[config.mk]
export PLATFORM = sky130hd
export DESIGN_NAME = command_byte_deframer
export DESIGN_NICKNAME = d
export VERILOG_FILES = /design/src/sv/cbd_pkg.sv /design/src/sv/cbd_in_reg.sv /design/src/sv/cbd_core.sv /design/src/sv/command_byte_deframer.sv
export SDC_FILE = /design/constraint.sdc
export NUM_CORES = 1
export LEC_CHECK = 0
export BUFFER_PORTS_ARGS = -buffer_cell sky130_fd_sc_hd__clkbuf_2
export CAP_MARGIN = 20
export CORE_UTILIZATION = 30
export DETAILED_ROUTE_END_ITERATION = 12
export HOLD_SLACK_MARGIN = 0.1
export PLACE_DENSITY = 0.49
export SYNTH_ARGS = -nofsm -noshare
export SYNTH_HDL_FRONTEND = slang
export SYNTH_SLANG_ARGS = --single-unit
[constraint.sdc]
create_clock -name i_clk -period 2.9 [get_ports i_clk]
set_input_delay 0 -clock i_clk [delete_from_list [all_inputs] [get_ports i_clk]]
set_output_delay 0 -clock i_clk [all_outputs]
set_load 0.05 [all_outputs]
[src/sv/cbd_pkg.sv]
// Shared types, codes and opcode decode for the command byte deframer.
package cbd_pkg;

    // Fixed field widths
    localparam int RX_W    = 8;
    localparam int CODE_W  = 5;
    localparam int INDEX_W = 10;
    localparam int EVENT_W = 2;

    // Highest defined opcode and default parameter bound
    localparam logic [RX_W-1:0] OPCODE_MAX = 8'd20;
    localparam int MAX_PARAMS_DEF = 1024;

    // Opcode of the counted command whose count byte is multiplied by three
    localparam logic [CODE_W-1:0] OP_COUNT_X3 = 5'd1;

    typedef enum logic [1:0] {
        PH_IDLE  = 2'd0,
        PH_COUNT = 2'd1,
        PH_READ  = 2'd2
    } t_phase;

    typedef enum logic [EVENT_W-1:0] {
        EV_NONE  = 2'd0,
        EV_PARAM = 2'd1,
        EV_DONE  = 2'd2,
        EV_BUSY  = 2'd3
    } t_event;

    typedef enum logic [2:0] {
        OK_IMM,
        OK_FIXED,
        OK_COUNTED,
        OK_BUSY
    } t_op_kind;

    typedef struct packed {
        logic [RX_W-1:0] rx_byte;
        logic            mover_busy;
    } t_in_item;

    // Classify a defined opcode
    function automatic t_op_kind op_kind(input logic [CODE_W-1:0] op);
        t_op_kind k;
        unique case (op)
            5'd1, 5'd2:                               k = OK_COUNTED;
            5'd3, 5'd4, 5'd5, 5'd6, 5'd7,
            5'd10, 5'd11, 5'd12, 5'd17:               k = OK_FIXED;
            5'd20:                                    k = OK_BUSY;
            default:                                  k = OK_IMM;
        endcase
        return k;
    endfunction

    // Parameter byte count of a fixed-run opcode
    function automatic logic [2:0] op_fixed_len(input logic [CODE_W-1:0] op);
        logic [2:0] n;
        unique case (op)
            5'd3:                             n = 3'd3;
            5'd4:                             n = 3'd4;
            5'd5, 5'd7, 5'd10, 5'd12:         n = 3'd2;
            5'd6, 5'd11, 5'd17:               n = 3'd1;
            default:                          n = 3'd0;
        endcase
        return n;
    endfunction

endpackage

[src/sv/cbd_in_reg.sv]
// Input register stage of the command byte deframer.
module cbd_in_reg
    import cbd_pkg::*;
(
    input  logic     i_clk,
    input  logic     i_rst_n,
    input  logic     i_valid,
    output logic     o_ready,
    input  t_in_item i_item,
    output logic     o_valid,
    input  logic     i_ready,
    output t_in_item o_item
);

    logic     r_valid;
    t_in_item r_item;

    // Take a new item whenever the stage is empty or drains this cycle
    assign o_ready = !r_valid || i_ready;

    always_ff @(posedge i_clk) begin
        if (!i_rst_n) begin
            r_valid <= 1'b0;
        end else if (o_ready) begin
            r_valid <= i_valid;
        end
    end

    // Capture payload on accept
    always_ff @(posedge i_clk) begin
        if (o_ready && i_valid) begin
            r_item <= i_item;
        end
    end

    assign o_valid = r_valid;
    assign o_item  = r_item;

endmodule

[src/sv/cbd_core.sv]
// Framing state machine and result register of the command byte deframer.
module cbd_core
    import cbd_pkg::*;
#(
    parameter int MAX_PARAMS = MAX_PARAMS_DEF
) (
    input  logic               i_clk,
    input  logic               i_rst_n,
    input  logic               i_valid,
    output logic               o_ready,
    input  t_in_item           i_item,
    output logic               o_out_valid,
    input  logic               i_out_ready,
    output logic [EVENT_W-1:0] o_event_res,
    output logic [CODE_W-1:0]  o_command_code,
    output logic [INDEX_W-1:0] o_param_index,
    output logic [RX_W-1:0]    o_param_value,
    output logic               o_command_done,
    output logic               o_reply_byte
);

    localparam int LEFT_W = $clog2(MAX_PARAMS);
    localparam logic [INDEX_W-1:0] SAT_TOTAL = INDEX_W'(MAX_PARAMS - 1);

    t_phase              r_phase, n_phase;
    logic [CODE_W-1:0]   r_pending, n_pending;
    logic [LEFT_W-1:0]   r_left, n_left;
    logic [INDEX_W-1:0]  r_index, n_index;

    logic                r_out_valid;
    t_event              r_event, n_event;
    logic [CODE_W-1:0]   r_code, n_code;
    logic [INDEX_W-1:0]  r_pidx, n_pidx;
    logic [RX_W-1:0]     r_pval, n_pval;
    logic                r_done, n_done;
    logic                r_reply, n_reply;

    logic                take;
    logic [RX_W-1:0]     b;
    logic [CODE_W-1:0]   op;
    logic                op_known;
    t_op_kind            kind;
    logic [INDEX_W-1:0]  raw_total, total;
    logic                read_last;

    assign o_ready = !r_out_valid || i_out_ready;
    assign take    = i_valid && o_ready;

    // Decode the byte as opcode and as count
    assign b        = i_item.rx_byte;
    assign op       = b[CODE_W-1:0];
    assign op_known = (b <= OPCODE_MAX);
    assign kind     = op_kind(op);

    always_comb begin
        if (r_pending == OP_COUNT_X3) begin
            raw_total = {2'b00, b} + {1'b0, b, 1'b0};
        end else begin
            raw_total = {b, 2'b00};
        end
        total = (raw_total > SAT_TOTAL) ? SAT_TOTAL : raw_total;
    end

    // Last parameter when the run empties (an empty run also ends)
    assign read_last = (r_left <= LEFT_W'(1));

    // Next framing state
    always_comb begin
        n_phase   = r_phase;
        n_pending = r_pending;
        n_left    = r_left;
        n_index   = r_index;
        if (take) begin
            unique case (r_phase)
                PH_IDLE: begin
                    n_index = '0;
                    if (op_known) begin
                        if (kind == OK_COUNTED) begin
                            n_pending = op;
                            n_phase   = PH_COUNT;
                        end else if (kind == OK_FIXED) begin
                            n_pending = op;
                            n_left    = LEFT_W'(op_fixed_len(op));
                            n_phase   = PH_READ;
                        end
                    end
                end
                PH_COUNT: begin
                    n_left  = total[LEFT_W-1:0];
                    n_index = INDEX_W'(1);
                    n_phase = (total == '0) ? PH_IDLE : PH_READ;
                end
                PH_READ: begin
                    n_index = r_index + INDEX_W'(1);
                    if (r_left != '0) begin
                        n_left = r_left - LEFT_W'(1);
                    end
                    if (read_last) begin
                        n_phase = PH_IDLE;
                    end
                end
                default: begin
                    n_phase = PH_IDLE;
                end
            endcase
        end
    end

    // Result for the current item
    always_comb begin
        n_event = EV_NONE;
        n_code  = '0;
        n_pidx  = '0;
        n_pval  = '0;
        n_done  = 1'b0;
        n_reply = 1'b0;
        unique case (r_phase)
            PH_IDLE: begin
                if (op_known && kind == OK_IMM) begin
                    n_event = EV_DONE;
                    n_code  = op;
                    n_done  = 1'b1;
                end else if (op_known && kind == OK_BUSY) begin
                    n_event = EV_BUSY;
                    n_code  = op;
                    n_reply = i_item.mover_busy;
                end
            end
            PH_COUNT: begin
                n_event = EV_PARAM;
                n_code  = r_pending;
                n_pval  = b;
                n_done  = (total == '0);
            end
            PH_READ: begin
                n_event = EV_PARAM;
                n_code  = r_pending;
                n_pidx  = r_index;
                n_pval  = b;
                n_done  = read_last;
            end
            default: begin
                n_event = EV_NONE;
            end
        endcase
    end

    // State registers
    always_ff @(posedge i_clk) begin
        if (!i_rst_n) begin
            r_phase   <= PH_IDLE;
            r_pending <= '0;
            r_left    <= '0;
            r_index   <= '0;
        end else begin
            r_phase   <= n_phase;
            r_pending <= n_pending;
            r_left    <= n_left;
            r_index   <= n_index;
        end
    end

    // Result register: load on take, drop valid once delivered
    always_ff @(posedge i_clk) begin
        if (!i_rst_n) begin
            r_out_valid <= 1'b0;
        end else if (o_ready) begin
            r_out_valid <= i_valid;
        end
    end

    always_ff @(posedge i_clk) begin
        if (take) begin
            r_event <= n_event;
            r_code  <= n_code;
            r_pidx  <= n_pidx;
            r_pval  <= n_pval;
            r_done  <= n_done;
            r_reply <= n_reply;
        end
    end

    assign o_out_valid    = r_out_valid;
    assign o_event_res    = r_event;
    assign o_command_code = r_code;
    assign o_param_index  = r_pidx;
    assign o_param_value  = r_pval;
    assign o_command_done = r_done;
    assign o_reply_byte   = r_reply;

endmodule

[src/sv/command_byte_deframer.sv]
// Command byte deframer: frames received bytes into commands, one result per byte.
// Each accepted byte yields exactly one result item: nothing, a count or
// parameter byte with its index and a done mark, a command-complete, or a
// busy reply. The block takes one byte every cycle when the output side is
// not stalled; a byte passes an input register and then the framing logic
// into a result register, which drives the outputs.
// Both sides use valid/ready; a stall on the output holds the pipeline.
// MAX_PARAMS bounds the parameter run of a counted command (count*3 or
// count*4, saturated at MAX_PARAMS-1).
module command_byte_deframer
    import cbd_pkg::*;
#(
    parameter int MAX_PARAMS = MAX_PARAMS_DEF
) (
    input  logic               i_clk,
    input  logic               i_rst_n,
    input  logic               i_in_valid,
    output logic               o_in_ready,
    input  logic [RX_W-1:0]    i_rx_byte,
    input  logic               i_mover_busy,
    output logic               o_out_valid,
    input  logic               i_out_ready,
    output logic [EVENT_W-1:0] o_event_res,
    output logic [CODE_W-1:0]  o_command_code,
    output logic [INDEX_W-1:0] o_param_index,
    output logic [RX_W-1:0]    o_param_value,
    output logic               o_command_done,
    output logic               o_reply_byte
);

    t_in_item in_item, s1_item;
    logic     s1_valid, s1_ready;

    assign in_item.rx_byte    = i_rx_byte;
    assign in_item.mover_busy = i_mover_busy;

    // Input register
    cbd_in_reg u_in_reg (
        .i_clk   (i_clk),
        .i_rst_n (i_rst_n),
        .i_valid (i_in_valid),
        .o_ready (o_in_ready),
        .i_item  (in_item),
        .o_valid (s1_valid),
        .i_ready (s1_ready),
        .o_item  (s1_item)
    );

    // Framing logic and result register
    cbd_core #(
        .MAX_PARAMS (MAX_PARAMS)
    ) u_core (
        .i_clk          (i_clk),
        .i_rst_n        (i_rst_n),
        .i_valid        (s1_valid),
        .o_ready        (s1_ready),
        .i_item         (s1_item),
        .o_out_valid    (o_out_valid),
        .i_out_ready    (i_out_ready),
        .o_event_res    (o_event_res),
        .o_command_code (o_command_code),
        .o_param_index  (o_param_index),
        .o_param_value  (o_param_value),
        .o_command_done (o_command_done),
        .o_reply_byte   (o_reply_byte)
    );

endmodule

==> results_dict.tcl, run 1 <==
set metrics [dict create \
    finalInstanceArea_um2 4780 \
    powerDensity_nw_per_um2 550 \
    cts_buffers 9 \
    arrival_ns 2.84 \
    startpoint_type "register" \
    core_um2 12600 \
    final_hold_viol_count 0 \
    ys_top_cells_by_area "edfxtp_1 (28%), dfxtp_1 (18%), ha_1 (9.0%)" \
    setup_viol 0 \
    port_buffers 41 \
    die_area_um2 13400 \
    clock_path_buffers 2 \
    pre_cts_ws_ns 0.292 \
    synth_edf_count 36 \
    slew_violations 0 \
    avgViaCountPerCell 4.96 \
    ys_seq_elements 70 \
    grt-ovfl-total 0 \
    status "finished, final reports clean" \
    routed_wl_um 9310 \
    fin_crit_ns 2.65 \
    fmax_ghz 0.378 \
    hp-class "in2reg" \
    ys_top_cells_by_count "edfxtp_1 (36), dfxtp_1 (34), nor2_1 (32), ha_1 (28), inv_1 (25)" \
    max-vdd-ir-drop_mv 0.311 \
    yosys.cell_types.count 66 \
    htreeDepth 3 \
    rsz0062_at_grt "false" \
    syn_avg_cell_area_um2 10.3 \
    synth-async-reset-ratio_pct 0 \
    synth_ff_type "edfxtp_1" \
    grt_start_max_net_pins 22 \
    dpl.hpwl_um 6970 \
    slew_headroom_pct 50.0 \
    routed-via-count 3061 \
    cp_data_required_time_ns 3.10 \
    clk_latency_ns 0.34 \
    layout-drive-gt1-share_pct 18.7 \
    root_buffer "clkbuf_16" \
    yosys.area.top_type "edfxtp_1" \
    maxCapViolCount 0 \
    post_cts_buffers 0 \
    antenna_left 0 \
    worstHoldStart "i_rx_byte[7]" \
    dr_wl_met2_um 4100 \
    syn_inst 376 \
    grt_antenna_before_repair 0 \
    worstSetupPathType "reg2reg" \
    yosys.cell_count.top_type "edfxtp_1" \
    place_area_um2 4330 \
    io_pins 42 \
    r2r-start "u_in_reg.o_item[3]$_DFFE_PP_" \
    worstMarginPinSlew_ns 0.729 \
    grt_usage_pct 14.9 \
    die_width_um 116 \
    dieHeight_um 116 \
    synth_top_area_share_pct 27.8 \
    critPathCaptureType "register" \
    leakage_nw 1.91 \
    ys_warn_count 0 \
    drc 0 \
    clkSinkCount 70 \
    cts_tree "done" \
    num_rows 41 \
    grt_pass1_wl_um 14900 \
    wl_met1_um 4400 \
    grt_pass1_vias 2930 \
    finClkSkew_ns 0.00581 \
    syn_nets 418 \
    cp-startpoint "u_in_reg.o_item[3]$_DFFE_PP_" \
    routabilityCongestion 0.849 \
    yosysSeqAreaShare_pct 45.3 \
    clkSlewWorstSetupHoldPaths_ns 0.06 \
    min_period_over_period_pct 91.2 \
    diodes 0 \
    met3WireLength_um 512 \
    tns_ns 0 \
    final_nets 482 \
    dr.first_iter.drc_count 163 \
    dr.pass1.iters 6 \
    start_util_pct 30.8 \
    netlist_area_um2 3880 \
    routedWlPerCell_um 15.1 \
    critPathMaxFanout 8 \
    finalWorstSetupSlack_ns 0.254 \
    top_layer "met4" \
    area_growth_pct 23.2 \
]
layout by cell type, fill, tap and decap left out, types with 7 or more instances in the layout:
cell type	Yosys	final
clkbuf_2	0	41
edfxtp_1	36	36
dfxtp_1	34	34
nor2_1	32	32
ha_1	28	28
inv_1	25	25
nand2_1	24	23
a21oi_1	17	17
nand3_1	16	16
and2_1	13	13
dlygate4sd3_1	0	13
xor2_1	12	12
mux2i_1	10	10
clkbuf_16	0	10
o21ai_0	9	9
buf_4	0	9
a22o_1	8	8
o211ai_1	8	8
nor3_1	7	7
final timing paths:
path	slack, ns	end	depth (start not counted)
max	0.25	u_core.o_command_done$_DFFE_PP_	8
min	0.37	u_in_reg.o_item[8]$_DFFE_PP_	2
max reg2reg	0.25	u_core.o_command_done$_DFFE_PP_	8
min reg2reg	0.48	u_core.r_left[3]$_SDFFE_PN0P_	2
where the power goes:
part	total, W	leakage [nW]	internal [W]	switching (W)
Sequential	0.00110	0.612	0.00108	0.0000244
Clock	0.00119	0.155	0.000729	0.000461
Combinational	0.000342	1.15	0.000117	0.000225
Total	0.00263	1.91	0.00192	0.000710
metal layers:
| metal | up-vias | track usage [%] |
|---|---|---|
| met2 | 93 | 22.3 |
| met1 | 1432 | 19.4 |
| met4 | 0 | 8.12 |
| met5 | - | 0 |
| li1 | 1515 | - |
| met3 | 21 | 4.08 |
registers in the layout (all words and copies together) (netlist names), named ones only:
name / flops
u_core.kind: 2
u_core.o_command_code: 5
u_core.o_command_done: 1
u_core.o_event_res: 2
u_core.o_out_valid: 1
u_core.o_param_index: 10
u_core.o_param_value: 8
u_core.o_reply_byte: 1
u_core.r_index: 10
u_core.r_left: 10
u_core.r_pending: 5
u_core.r_phase: 2
u_in_reg.o_item: 9
u_in_reg.o_valid: 1
cells by family after synthesis:
group / Yosys count / share of synthesized area [%]
multiplexers: 15 / 4.38
adder cells (fa/ha/maj): 29 / 9.53
flip-flops: 70 / 45.3
AND/OR/NAND/NOR: 127 / 18.0
AO/OA/AOI/OAI: 82 / 15.2
XOR/XNOR: 17 / 3.83
buffers and inverters: 36 / 3.70
worst max-delay path: stages (launching register included):
cell and delay [ns]:
edfxtp_1 0.54, inv_1 0.14, ha_1 0.40, a21o_1 0.24, a211oi_2 0.30, o211ai_1 0.18
or2b_1 0.25, nor4_2 0.29, o2bb2ai_1 0.15
area by class of cell:
class / count / area (um^2)
Multi-Input combinational cell: 270 / 1980
Sequential cell: 70 / 1760
Fill cell: 1296 / 7840
Clock inverter: 6 / 72.6
Tap cell: 172 / 215
Clock buffer: 10 / 250
Timing Repair Buffer: 63 / 403
Inverter: 26 / 97.6
stage by stage:
stage | total power (W) | cells | util (%) | hold slack, ns
4_1_cts | 0.00265 | 617 | 37.9 | 0.370
2_1_floorplan | 0.00135 | 376 | - | 0.0989
6_report | 0.00263 | 617 | 37.9 | 0.373
3_3_place_gp | 0.00145 | 588 | 34.3 | 0.181
3_5_place_dp | 0.00145 | 588 | 34.3 | 0.181
5_1_grt | 0.00272 | 617 | 37.9 | 0.383
what timing repair did:
action,4_1_cts,5_1_grt
gates resized for setup,0,0
endpoints found under the hold margin,16,0
hold buffers,13,0
(Power assumes the default switching activity.)
==> inputs of run 2 (changes only) <==
--- a/config.mk
+++ b/config.mk
@@ -10,6 +10,7 @@
 export CORE_UTILIZATION = 30
 export DETAILED_ROUTE_END_ITERATION = 12
 export HOLD_SLACK_MARGIN = 0.1
+export MAX_ROUTING_LAYER = met4
 export PLACE_DENSITY = 0.49
 export SYNTH_ARGS = -nofsm -noshare
 export SYNTH_HDL_FRONTEND = slang
==> run 2 against run 1 <==
  * Critical endpoint unchanged
  * Sequential cell count unchanged
  * Largest power group unchanged
  * Final area increased by 0.13%
  * Register-to-register slack improved by 0.02 ns
  * Routed wire length decreased by 1.1%
  * Critical path depth unchanged
  * Via count decreased by 1.2%
  * Die area unchanged
  * Critical path type unchanged
  * Worst hold slack got worse by 0.0046 ns
  * Highest routed layer unchanged
==> results_dict.tcl, run 2 (synthesis results as in run 1) <==
set metrics [dict create \
    maxCapViolCount 0 \
    antenna_left 0 \
    cp_data_required_time_ns 3.08 \
    cts_tree "done" \
    arrival_ns 2.81 \
    layout-drive-gt1-share_pct 18.8 \
    critPathCaptureType "register" \
    r2r_slack_ns 0.27 \
    final_common_cell "clkbuf_2" \
    avgViaCountPerCell 4.89 \
    area_growth_pct 23.3 \
    dpl.hpwl_um 6960 \
    dieHeight_um 116 \
    slew_violations 0 \
    tns_ns 0 \
    setup_viol 0 \
    dr.pass1.iters 4 \
    diodes 0 \
    hp-class "in2reg" \
    die_area_um2 13400 \
    routed-via-count 3025 \
    multi_input_area_um2 1980 \
    start_util_pct 30.8 \
    grt_pass1_wl_um 14900 \
    post_cts_resized 0 \
    worstSetupPathType "reg2reg" \
    grt_antenna_before_repair 0 \
    root_buffer "clkbuf_16" \
    critPathMaxFanout 8 \
    port_buffers 41 \
    leakage_nw 1.92 \
    startpoint_type "register" \
    clkSinkCount 70 \
    drc 0 \
    htreeDepth 3 \
    finalInstanceArea_um2 4790 \
    max-vdd-ir-drop_mv 0.231 \
    core_um2 12600 \
    powerDensity_nw_per_um2 547 \
    die_width_um 116 \
    grt_usage_pct 15.3 \
    grt-ovfl-total 0 \
    routabilityCongestion 0.870 \
    final_cell_mix "clkbuf_2 (41), edfxtp_1 (36), dfxtp_1 (34)" \
    grt_start_max_net_pins 24 \
    fin_crit_ns 2.63 \
    slew_headroom_pct 51.0 \
    final_cells 618 \
    clkSlewWorstSetupHoldPaths_ns 0.06 \
    routed_wl_um 9210 \
    final_nets 483 \
    fmax_ghz 0.381 \
    routedWlPerCell_um 14.9 \
    dr.first_iter.drc_count 185 \
    final_hold_viol_count 0 \
    place_area_um2 4340 \
    status "finished, final reports clean" \
    grt_pass1_vias 2885 \
    place_inst 589 \
    worstMarginPinSlew_ns 0.714 \
    cts_buffers 9 \
    finClkSkew_ns 0.00740 \
    num_rows 41 \
    clk_latency_ns 0.34 \
    clock_path_buffers 2 \
    fillers 1314 \
    io_pins 42 \
    rsz0062_at_grt "false" \
    min_period_over_period_pct 90.5 \
    seqCellArea_um2 1760 \
]
[run 2: worst max-delay path, stage by stage (launching register included)]
cell       delay, ns
edfxtp_1        0.53
inv_1           0.14
ha_1            0.39
a21o_1          0.23
a211oi_2        0.27
o211ai_1        0.17
or2b_1          0.26
nor4_2          0.32
o2bb2ai_1       0.17
[run 2: what timing repair did]
action,CTS,global route
hold buffers,13,0
setup endpoints to repair,0,0
hold endpoints to repair,16,0
setup buffers,0,0
[run 2: layout make-up]
| class | instances | area share [%] |
|---|---|---|
| multi-input combinational | 270 | 41.4 |
| tap | 172 | 4.49 |
| sequential | 70 | 36.8 |
| timing repair buffer | 64 | 8.57 |
| clock inverter | 6 | 1.49 |
| inverter | 26 | 2.04 |
| clock buffer | 10 | 5.22 |
[run 2: final timing paths]
| path | startpoint | end | depth (start not counted) |
|---|---|---|---|
| worst max-delay path | u_in_reg.o_item[3]$_DFFE_PP_ | u_core.o_command_done$_DFFE_PP_ | 8 |
| worst min register to register | u_core.r_left[3]$_SDFFE_PN0P_ | u_core.r_left[3]$_SDFFE_PN0P_ | 2 |
| worst min-delay path | i_rx_byte[7] | u_in_reg.o_item[8]$_DFFE_PP_ | 2 |
| worst max register to register | u_in_reg.o_item[3]$_DFFE_PP_ | u_core.o_command_done$_DFFE_PP_ | 8 |
[run 2: per-layer routing]
| layer | GRT usage (%) | part of all wire (%) |
|---|---|---|
| met5 | - | 0 |
| met2 | 23.7 | 46 |
| met3 | 3.66 | 3.7 |
| met4 | 5.98 | 1.9 |
| met1 | 19.2 | 48 |
[run 2: report_power, final]
part,total [W],switching (W),internal [W]
combinational,0.000341,0.000222,0.000119
sequential,0.00110,0.0000238,0.00108
clock,0.00118,0.000450,0.000730
total,0.00262,0.000696,0.00193
[run 2: per-stage QoR]
| step | power [W] | setup slack (ns) | util, % | hold WS, ns |
|---|---|---|---|---|
| after floorplan | 0.00135 | 0.0312 | - | 0.0989 |
| after global placement | 0.00145 | 0.407 | 34.4 | 0.181 |
| after detailed placement | 0.00145 | 0.289 | 34.4 | 0.179 |
| after CTS | 0.00266 | 0.250 | 38.0 | 0.364 |
| after global routing | 0.00273 | 0.0836 | 38.0 | 0.380 |
| final | 0.00262 | 0.275 | 38.0 | 0.369 |
